<file path="src/hw/rtl/grff_pkg.sv">
// Package: shared types and constants for the grid rectangle first-fit unit.
package grff_pkg;
    localparam int MAX_ROWS = 16;
    localparam int MAX_COLS = 16;
    localparam logic [7:0] FREE_MARK = 8'h20;
    localparam logic [1:0] OP_CLEAR = 2'd0;
    localparam logic [1:0] OP_FIND  = 2'd1;
    localparam logic [1:0] OP_CHECK = 2'd2;
    localparam logic [1:0] OP_MARK  = 2'd3;
    localparam int REG_COLS = 0;
    localparam int REG_ROWS = 1;

    typedef enum logic [7:0] {
        S_IDLE   = 8'b0000_0001,
        S_CLEAR  = 8'b0000_0010,
        S_PROBE  = 8'b0000_0100,
        S_WAIT   = 8'b0000_1000,
        S_EVAL   = 8'b0001_0000,
        S_WRITE  = 8'b0010_0000,
        S_COUNT  = 8'b0100_0000,
        S_OUT    = 8'b1000_0000
    } t_state;
endpackage

</file>
<file path="src/hw/rtl/grid_rectangle_first_fit_unit.sv">
// Top level: grid rectangle first-fit allocator over one cell memory.
//
// Requests enter on i_valid/o_ready with opcode, position, size and mark;
// one result per request leaves on o_valid/i_ready (ok, found position and
// the count of free cells in the used grid after the request).
// All cell marks live in one synchronous memory of MAX_ROWS*MAX_COLS bytes
// with one read and one write port; a probed cell is read through S_PROBE,
// S_WAIT and S_EVAL. Steps from accept to o_valid, N = rows*columns in use:
//   clear: write pass, then recount pass.
//   check: probe each cell, stopping at the first occupied one, then recount.
//   mark: write each cell, then recount. find: each candidate is probed
//   cell by cell, stopping at the first occupied cell, then N cells are recounted.
//   rejected size or position: recount only.
// Every request ends with the recount pass; one request is worked on at a
// time, and the next is taken only after the result has left.
// After reset the memory is swept to 0x20, one cell a cycle, while o_ready
// stays low; configuration writes are taken throughout. Writing grid size
// triggers a recount of the used grid before the next request. If the
// receiver stalls, the result is held in the output register and no new
// request is taken until it leaves.
module grid_rectangle_first_fit_unit (
    input  logic        i_clk,
    input  logic        i_rst_n,
    input  logic        psel,
    input  logic        penable,
    input  logic        pwrite,
    input  logic [2:0]  paddr,
    input  logic [31:0] pwdata,
    output logic [31:0] prdata,
    output logic        pready,
    input  logic        i_valid,
    output logic        o_ready,
    input  logic [1:0]  i_opcode,
    input  logic [3:0]  i_row,
    input  logic [3:0]  i_col,
    input  logic [4:0]  i_rect_width,
    input  logic [4:0]  i_rect_height,
    input  logic [7:0]  i_mark,
    output logic        o_valid,
    input  logic        i_ready,
    output logic        o_ok,
    output logic [3:0]  o_found_row,
    output logic [3:0]  o_found_col,
    output logic [8:0]  o_free_cells
);
    import grff_pkg::*;

    localparam int DEPTH = MAX_ROWS * MAX_COLS;
    localparam int AW = (DEPTH > 1) ? $clog2(DEPTH) : 1;
    localparam logic [4:0] MAXR5 = (MAX_ROWS > 16) ? 5'd16 : 5'(MAX_ROWS);
    localparam logic [4:0] MAXC5 = (MAX_COLS > 16) ? 5'd16 : 5'(MAX_COLS);

    logic [7:0] mem [DEPTH];
    logic [7:0] r_rdata;
    logic       mem_we;
    logic [AW-1:0] mem_waddr, mem_raddr;
    logic [7:0] mem_wdata;

    t_state r_state;
    logic [4:0] r_cols, r_rows;
    logic       r_init, r_recount;
    logic [AW-1:0] r_sweep;
    logic [1:0] r_op;
    logic [4:0] r_w, r_h, r_r0, r_c0, r_r, r_c;
    logic [7:0] r_mk;
    logic       r_ok, r_fail;
    logic [8:0] r_cnt;
    logic [3:0] r_frow, r_fcol;
    logic       r_ov;
    logic [8:0] r_free;
    logic       r_is_req;

    function automatic logic [4:0] clamp(input logic [4:0] v, input logic [4:0] m);
        logic [4:0] t;
        t = (v == 5'd0) ? 5'd1 : v;
        return (t > m) ? m : t;
    endfunction

    function automatic logic [AW-1:0] addr(input logic [4:0] r, input logic [4:0] c);
        logic [AW+5:0] a;
        a = (AW+6)'(r) * (AW+6)'(MAX_COLS) + (AW+6)'(c);
        return a[AW-1:0];
    endfunction

    assign pready = 1'b1;
    always_comb begin
        case (paddr[2])
            1'b0:    prdata = {27'd0, r_cols};
            default: prdata = {27'd0, r_rows};
        endcase
    end
    logic cfg_wr;
    assign cfg_wr = psel && penable && pwrite;

    assign o_ready = (r_state == S_IDLE) && !r_init && !r_recount && !r_ov;
    assign o_valid = r_ov;
    assign o_free_cells = r_free;

    always_ff @(posedge i_clk) begin
        if (mem_we) mem[mem_waddr] <= mem_wdata;
        r_rdata <= mem[mem_raddr];
    end

    logic [5:0] r_end_r, r_end_c;
    assign r_end_r = 6'(r_r0) + 6'(r_h);
    assign r_end_c = 6'(r_c0) + 6'(r_w);

    always_comb begin
        mem_we = 1'b0;
        mem_waddr = addr(r_r, r_c);
        mem_wdata = r_mk;
        mem_raddr = addr(r_r, r_c);
        if (r_init) begin
            mem_we = 1'b1;
            mem_waddr = r_sweep;
            mem_wdata = FREE_MARK;
        end else if (r_state == S_CLEAR) begin
            mem_we = 1'b1;
            mem_wdata = FREE_MARK;
        end else if (r_state == S_WRITE) begin
            mem_we = 1'b1;
        end
    end

    logic last_c_u, last_r_u, last_c_re, last_r_re;
    assign last_c_u  = (r_c + 5'd1 == r_cols);
    assign last_r_u  = (r_r + 5'd1 == r_rows);
    assign last_c_re = (6'(r_c) + 6'd1 == r_end_c);
    assign last_r_re = (6'(r_r) + 6'd1 == r_end_r);

    always_ff @(posedge i_clk) begin
        if (!i_rst_n) begin
            r_state   <= S_IDLE;
            r_cols    <= MAXC5;
            r_rows    <= MAXR5;
            r_init    <= 1'b1;
            r_recount <= 1'b0;
            r_sweep   <= '0;
            r_ov      <= 1'b0;
            r_fail    <= 1'b0;
            r_free    <= 9'(32'(MAXR5) * 32'(MAXC5));
        end else begin
            if (cfg_wr) begin
                if (paddr[2] == 1'(REG_COLS)) r_cols <= clamp(pwdata[4:0], MAXC5);
                else                          r_rows <= clamp(pwdata[4:0], MAXR5);
                r_recount <= 1'b1;
            end
            if (r_ov && i_ready) r_ov <= 1'b0;
            else if (r_state == S_OUT && r_is_req) r_ov <= 1'b1;
            if (r_init) begin
                r_sweep <= r_sweep + 1'b1;
                if (r_sweep == AW'(DEPTH - 1)) r_init <= 1'b0;
            end
            case (r_state)
                S_IDLE: begin
                    if (!r_init && r_recount && !cfg_wr && !r_ov) begin
                        r_recount <= 1'b0;
                        r_op <= OP_CHECK;
                        r_r <= '0; r_c <= '0; r_cnt <= '0;
                        r_state <= S_COUNT;
                    end else if (i_valid && o_ready) begin
                        r_op <= i_opcode;
                        r_w <= i_rect_width; r_h <= i_rect_height;
                        r_mk <= i_mark;
                        r_frow <= '0; r_fcol <= '0;
                        r_ok <= 1'b0;
                        r_fail <= 1'b0;
                        case (i_opcode)
                            OP_CLEAR: begin
                                r_r <= '0; r_c <= '0;
                                r_state <= S_CLEAR;
                            end
                            OP_FIND: begin
                                if (i_rect_width != 0 && i_rect_height != 0 &&
                                    i_rect_height <= r_rows && i_rect_width <= r_cols) begin
                                    r_r0 <= r_rows - i_rect_height; r_c0 <= '0;
                                    r_r <= r_rows - i_rect_height; r_c <= '0;
                                    r_state <= S_PROBE;
                                end else begin
                                    r_r <= '0; r_c <= '0; r_cnt <= '0;
                                    r_state <= S_COUNT;
                                end
                            end
                            default: begin
                                r_r0 <= 5'(i_row); r_c0 <= 5'(i_col);
                                r_r <= 5'(i_row); r_c <= 5'(i_col);
                                if (i_rect_width != 0 && i_rect_height != 0 &&
                                    6'(i_row) + 6'(i_rect_height) <= 6'(r_rows) &&
                                    6'(i_col) + 6'(i_rect_width) <= 6'(r_cols)) begin
                                    r_state <= (i_opcode == OP_MARK) ? S_WRITE : S_PROBE;
                                end else begin
                                    r_r <= '0; r_c <= '0; r_cnt <= '0;
                                    r_state <= S_COUNT;
                                end
                            end
                        endcase
                    end
                end
                S_CLEAR: begin
                    if (last_c_u) begin
                        r_c <= '0;
                        if (last_r_u) begin
                            r_r <= '0; r_cnt <= '0; r_ok <= 1'b1;
                            r_state <= S_COUNT;
                        end else r_r <= r_r + 5'd1;
                    end else r_c <= r_c + 5'd1;
                end
                S_PROBE: r_state <= S_WAIT;
                S_WAIT:  r_state <= S_EVAL;
                S_EVAL: begin
                    if (r_rdata != FREE_MARK) begin
                        if (r_op == OP_FIND) begin
                            if (6'(r_c0) + 6'(r_w) + 6'd1 <= 6'(r_cols)) begin
                                r_c0 <= r_c0 + 5'd1;
                                r_r <= r_r0; r_c <= r_c0 + 5'd1;
                                r_state <= S_PROBE;
                            end else if (r_r0 != 0) begin
                                r_r0 <= r_r0 - 5'd1; r_c0 <= '0;
                                r_r <= r_r0 - 5'd1; r_c <= '0;
                                r_state <= S_PROBE;
                            end else begin
                                r_r <= '0; r_c <= '0; r_cnt <= '0;
                                r_state <= S_COUNT;
                            end
                        end else begin
                            r_r <= '0; r_c <= '0; r_cnt <= '0;
                            r_state <= S_COUNT;
                        end
                    end else if (last_c_re && last_r_re) begin
                        r_ok <= 1'b1;
                        if (r_op == OP_FIND) begin
                            r_frow <= r_r0[3:0]; r_fcol <= r_c0[3:0];
                        end
                        r_r <= '0; r_c <= '0; r_cnt <= '0;
                        r_state <= S_COUNT;
                    end else begin
                        if (last_c_re) begin
                            r_c <= r_c0; r_r <= r_r + 5'd1;
                        end else r_c <= r_c + 5'd1;
                        r_state <= S_PROBE;
                    end
                end
                S_WRITE: begin
                    if (last_c_re) begin
                        r_c <= r_c0;
                        if (last_r_re) begin
                            r_ok <= 1'b1;
                            r_r <= '0; r_c <= '0; r_cnt <= '0;
                            r_state <= S_COUNT;
                        end else r_r <= r_r + 5'd1;
                    end else r_c <= r_c + 5'd1;
                end
                S_COUNT: begin
                    // read issued here; tally gated by r_fail, last cell added in S_OUT
                    r_fail <= 1'b1;
                    if (r_fail && r_rdata == FREE_MARK) r_cnt <= r_cnt + 9'd1;
                    if (last_c_u) begin
                        r_c <= '0;
                        if (last_r_u) r_state <= S_OUT;
                        else r_r <= r_r + 5'd1;
                    end else r_c <= r_c + 5'd1;
                end
                S_OUT: begin
                    r_fail <= 1'b0;
                    r_free <= r_cnt + ((r_rdata == FREE_MARK) ? 9'd1 : 9'd0);
                    r_state <= S_IDLE;
                end
                default: r_state <= S_IDLE;
            endcase
        end
    end

    always_ff @(posedge i_clk) begin
        if (!i_rst_n) r_is_req <= 1'b0;
        else if (r_state == S_IDLE && i_valid && o_ready) r_is_req <= 1'b1;
        else if (r_state == S_OUT) r_is_req <= 1'b0;
    end

    always_ff @(posedge i_clk) begin
        if (r_state == S_OUT && r_is_req) begin
            o_ok <= r_ok;
            o_found_row <= r_frow;
            o_found_col <= r_fcol;
        end
    end

    logic unused;
    assign unused = ^{pwdata[31:5], paddr[1:0]};
endmodule

</file>
<file path="config.mk">
export PLATFORM = sky130hd
export DESIGN_NAME = grid_rectangle_first_fit_unit
export DESIGN_NICKNAME = d
export VERILOG_FILES = /design/src/hw/rtl/grff_pkg.sv /design/src/hw/rtl/grid_rectangle_first_fit_unit.sv
export SDC_FILE = /design/constraint.sdc
export NUM_CORES = 2
export LEC_CHECK = 0
export BUFFER_PORTS_ARGS = -buffer_cell sky130_fd_sc_hd__buf_4
export CAP_MARGIN = 20
export CORE_AREA = 2 2 564 286
export CTS_CLUSTER_SIZE = 40
export DETAILED_ROUTE_END_ITERATION = 10
export DIE_AREA = 0 0 566 288
export GPL_TIMING_DRIVEN = 0
export PLACE_DENSITY = 0.8
export SYNTH_ARGS = -nofsm -noshare
export SYNTH_HDL_FRONTEND = slang
export SYNTH_SLANG_ARGS = --single-unit
</file>
<file path="constraint.sdc">
create_clock -name i_clk -period 5.1 [get_ports i_clk]
set_input_delay 0.51 -clock i_clk [delete_from_list [all_inputs] [get_ports i_clk]]
set_output_delay 0.51 -clock i_clk [all_outputs]
set_load 0.03 [all_outputs]
</file>
Yosys cells after proc, flatten, opt, wreduce, memory -nomap -nowiden
Memories as Yosys holds them, arrays and structs flattened. A register that Yosys moved wholly into a read port is not among the register bits.
Cells that the tools add are included.
{"block": "totals", "register_bits": 107, "ramBits": 2048, "elab_cells": 271, "out_inout_bits": 53, "n_memories": 1}
{"name": "mem", "words": 256, "word_bits": 8, "read_ports": 1, "rd_ports_with_merged_regs": 1, "wr": 1, "line": "grid_rectangle_first_fit_unit.sv:53", "rtl": "logic [7:0] mem [DEPTH];"}
{"block": "classes", "n_eq_ne": 45, "n_reduce_logical": 52, "bitwise": 3, "n_lt_le_gt_ge": 6, "muxes": 123, "n_addsub": 16}
{"cell": "2-to-1 mux 5 bit", "n": 42}
{"cell": "2-to-1 mux 9 bit", "n": 14}
{"cell": "2-to-1 mux 8 bit", "n": 13}
{"cell": "case mux 8 bit (7 select lines)", "n": 1}
{"cell": "case mux 5 bit (2 select lines)", "n": 5}
{"cell": "case mux 9 bit (5 select lines)", "n": 1}
{"cell": "2-to-1 mux 4 bit", "n": 11}
{"cell": "2-to-1 mux 7 bit", "n": 5}
{"cell": "!= test 2 bit (second input constant)", "n": 17}
{"cell": "case mux 5 bit (5 select lines)", "n": 1}
{"cell": "2-to-1 mux 1 bit", "n": 21}
{"cell": "logical AND 1 bit", "n": 20}
{"cell": "case mux 5 bit (4 select lines)", "n": 1}
{"cell": "AND reduction 10 bit", "n": 2}
{"cell": "nonzero test 5 bit", "n": 4}
{"cell": "<= comparator 6 x 5 -> 1 bit", "n": 3}
{"cell": "case mux 9 bit (2 select lines)", "n": 1}
{"cell": "== test 8 x 6 -> 1 bit (second input constant)", "n": 2}
{"cell": "== test 8 bit (second input constant)", "n": 2}
{"cell": "!= test 4 bit (second input constant)", "n": 4}
{"cell": "case mux 4 bit (2 select lines)", "n": 2}
{"cell": "adder 5 x 1 -> 5 bit (second input constant)", "n": 3}
{"cell": "!= test 3 bit (second input constant)", "n": 5}
{"cell": "case mux 7 bit (2 select lines)", "n": 1}
{"cell": "43 further kinds", "n": 64}

Depth between registers and ports, before layout
{"block": "logic_depth", "ltp_word": 9, "mapped_depth": 17, "mapped_depth_nobuf": 16}

Least setup slack after synthesis
No wires, ideal clock.
{"block": "synth_path", "path_kind": "register to register", "startpoint": "register r_init", "endpoint": "memory mem[0][0], data pin", "required_ns": 4.230, "stages_incl_launch_ff": 6, "slack_ns": -0.267, "setup_ns": 0.870, "arrival_ns": 4.497, "path_cell_list": "dfxtp_1 > clkbuf_1 > buf_1 > clkbuf_1 > nor2_1 > and2_1"}
{"block": "synth_via", "elab_chain_len": 1}
{"item": "start: declaration", "line": "grid_rectangle_first_fit_unit.sv:61", "rtl": "logic r_init, r_recount;"}
{"item": "start signal: assignment", "line": "grid_rectangle_first_fit_unit.sv:136", "rtl": "r_init <= 1'b1;"}
{"item": "start signal: assignment", "line": "grid_rectangle_first_fit_unit.sv:152", "rtl": "if (r_sweep == AW'(DEPTH - 1)) r_init <= 1'b0;"}
{"item": "2-to-1 mux 8 bit", "line": "grid_rectangle_first_fit_unit.sv:113", "rtl": "if (r_init) begin"}
{"item": "net mem_wdata[0]", "line": "grid_rectangle_first_fit_unit.sv:57", "rtl": "logic [7:0] mem_wdata;"}
{"item": "end: declaration", "line": "grid_rectangle_first_fit_unit.sv:53"}
The timed path passes the listed nets, and every way through them passes these cells.

Worst setup path after layout
{"block": "layout_path", "startpoint": "register r_c[1]", "endpoint": "memory mem[199][1] (enable)"}
{"block": "layout_via", "elab_chain_len": 2}
{"item": "start: declaration", "line": "grid_rectangle_first_fit_unit.sv:64", "rtl": "logic [4:0] r_w, r_h, r_r0, r_c0, r_r, r_c;"}
{"item": "start signal: assignment", "line": "grid_rectangle_first_fit_unit.sv:186", "rtl": "r_r <= 5'(i_row); r_c <= 5'(i_col);"}
{"item": "start signal: assignment", "line": "grid_rectangle_first_fit_unit.sv:206", "rtl": "end else r_c <= r_c + 5'd1;"}
{"item": "start signal: assignment", "line": "grid_rectangle_first_fit_unit.sv:215", "rtl": "r_r <= r_r0; r_c <= r_c0 + 5'd1;"}
{"item": "adder 8 x 5 -> 8 bit", "line": "grid_rectangle_first_fit_unit.sv:81", "rtl": "a = (AW+6)'(r) * (AW+6)'(MAX_COLS) + (AW+6)'(c);"}
{"item": "2-to-1 mux 8 bit", "line": "grid_rectangle_first_fit_unit.sv:113"}
Every way passes these cells.

==> impl_results.md <==
- Status: finished with violations
- Failing checks: negative setup slack
- CP startpoint kind: register
- Post-synthesis instance total: 4113
- Critical path's top delay family: buffers and inverters
- All-Layer GR Usage: 0.302
- Place WS: -0.799 ns
- Post-Syn Area: 86400 um^2
- Count of pins over their slew limit: 0
- Top cells by count, synth: 2115 x edfxtp_1, 640 x mux4_2, 329 x nor2_1, 130 x clkbuf_1, 128 x nand2_1
- CP most frequent cell: buf_2
- Post-synth top flop: edfxtp_1
- Final setup margin: -0.347 ns
- Initial antenna violation count: 10
- CP Data Required Time: 5.58 ns
- # DRC: 0
- Multi-input logic area: 21000 um^2
- Root buffer selected by CTS: clkbuf_16
- Clock share of power: 0.393
- CTS clk-pin slew, worst paths: 0.07 ns
- Sequential share of the synthesized area: 0.746
- Largest area contributor in the netlist: edfxtp_1
- Gr ovfl total: 0
- CP max-delay cell: o41ai_2
- Unique masters post-synth: 67
- Cell count after placement: 6364
- Clock sink count: 2163
- Power, Total: 33800 uW
- Final Net Count: 4590
- Drt initial violations: 9197
- Register bit total from synthesis: 2163
- Leakage power: 0.0278 uW
- Final wirelength: 246000 um
- Final cycle utilization of the critical path: 1.07
- Setup_tns: -129.30 ns
- Critical path peak fanout: 10
- Max Clock Freq: 184 MHz
- Slowest stage delay, CP: 0.79 ns
- IO Pins: 123
- Dominant cells by area after synthesis: edfxtp_1 73%, mux4_2 17%, nor2_1 1.4%
- Port Buffers: 64
- Post-synth EDFFs: 2115
- Crit path DAT: 5.92 ns
- Yosys top cell area share: 0.735
- Synthesis-to-finish area growth: 12.0%
- Cell area power density: 349 nW/um^2
- Initial cell density of the core: 0.544
- H-tree lvl count: 4
- Most frequent cell after synthesis: edfxtp_1
- Vias in the first global route: 44800
- Asr flop ratio synth: 0
- Layout Utilization: 0.609
- Vias per std cell: 6.97
- Die Span Y: 288 um
- Maxcap violations: 0
- Syn Area/Cell: 21.0 um^2
- Slew @ Worst Pin: 1.37 ns
- Comb power frac: 0.035
- Psw: 7170 uW
- RSZ-0062 raised after global routing: yes
- CTS tree: built
- Die Wd: 566 um
- Clock Latency Late Sink: 0.84 ns
- Final non-filler cell total: 6714
- First drt pass iteration count: 7
- Global-route wire length before repair: 342000 um
- Critical path class: register to register
- Hold Vio Cnt, Final: 0
- Switching Share: 0.212
- Vias: 46800
- Hold/Removal Path Class: primary input to register
- Num CTS Buffers: 176
- Crit path capture type: register
- Fill cell count: 10500
- CP cell instances: clkbuf_1, buf_2, buf_2, buf_2, inv_1, o41ai_2, nand2_1, clkbuf_2, nor2_2
- Tmin final: 5.45 ns
- Drt wl/cell: 36.6 um
- Maximum VDD drop: 317 uV
- Gpl congestion: 0.958
- Max transition margin: 0.0844
- Fraction of layout cells with a size suffix above 1: 0.269
- Ys Warns: 0
- Skew final: 0.0770 ns
- Register area: 64500 um^2
- Antenna Nets Post-Route: 0
- Sequential Power Share: 0.573
- Setup Viol. Count Final: 708
- Post-DP HPWL: 161000 um
- Largest net degree at the start of global routing: 94
- Max clock buf depth: 4
- Internal: 26600 uW
- Num rows: 104
- Worst Path Buf+Inv: 6
- Die area: 163000 um^2
- Core Footprint: 159000 um^2
what timing repair did:
| item | in CTS | in global routing |
|---|---|---|
| hold buffers | 20 | 0 |
| setup buffers | 0 | 2 |
| resized for setup | 89 | 50 |
| setup endpoints to repair | 1118 | 689 |
| endpoints found under the hold margin | 21 | 0 |
area by class of cell:
type | count | area share
flip-flops and latches | 2163 | 0.666
plain buffers | 249 | 0.0131
multi-input cells | 1675 | 0.217
clock buffers | 220 | 0.0478
well taps | 2120 | 0.0274
clock inverters | 85 | 0.00694
inverters | 52 | 0.00202
diodes | 6 | 0.000155
repair buffers | 144 | 0.0196
cell families (layout without fill, tap and decap cells):
logic type                 Yosys count  in the layout  synth area share
AOI/OAI and AO/OA                  246            246            0.0206
DFF                               2163           2163             0.746
xor gates and xnor gates            71             71           0.00767
adders and majority gates           59             59           0.00898
and+or+nand+nor                    611            611            0.0310
muxes                              660            660             0.169
buffers and inverters              301            750            0.0167
other                                2             34         0.0000869
path summary, 6_finish.rpt:
path | from | cells after the start | slack (ns) | end
worst max-delay path | r_c[1] | 9 | -0.35 | mem[199][1]
worst max register to register | r_c[1] | 9 | -0.35 | mem[199][1]
worst min register to register | r_fcol[3] | 0 | 0.42 | o_found_col[3]
worst min-delay path | i_col[1] | 3 | 0.04 | r_c[1]
placed cells by master (no fill, tap or decap), drive strengths merged, types with 40 or more instances in the layout:
cell / count
dfxtp: 48
o21ai: 40
clkbuf: 350
edfxtp: 2115
nor2: 329
mux4: 640
nand2: 128
ha: 54
xnor2: 54
inv: 54
a22oi: 43
buf: 241
clkinv: 63
routing by layer:
metal  track usage  part of all wire  vias to the layer above
met1         0.444              0.36                    24000
li1              -                 -                    17700
met5       0.00775            0.0011                        -
met4        0.0658             0.023                       10
met3         0.169              0.21                      494
met2         0.391              0.40                     4655
metrics by stage:
step	hold slack [ns]	cell area, um^2
2_1_floorplan	0.400	86500
3_3_place_gp	0.410	89700
3_5_place_dp	0.405	90600
4_1_cts	0.0170	96400
5_1_grt	0.0453	96800
6_report	0.0399	96800
worst reg2reg max path: stages (launching register included):
cell,delay [ns]
edfxtp_1,0.36
clkbuf_1,0.49
buf_2,0.41
buf_2,0.53
buf_2,0.47
inv_1,0.15
o41ai_2,0.79
nand2_1,0.72
clkbuf_2,0.61
nor2_2,0.59
sequential cells by signal, indices dropped and copies added (netlist names), 8 cells and up:
name / flops
mem: 2048
o_free_cells: 9
r_cnt: 9
r_mk: 8
r_rdata: 8
r_state: 8
r_sweep: 8
power by group through the flow:
stage	clock network, uW	logic, uW	registers, uW
floorplan	0	695	19700
global placement	0	984	19700
detailed placement	0	1030	19700
CTS	13200	1070	19300
global route	13800	1230	19300
finish	13300	1170	19300
(Power assumes the default switching activity.)
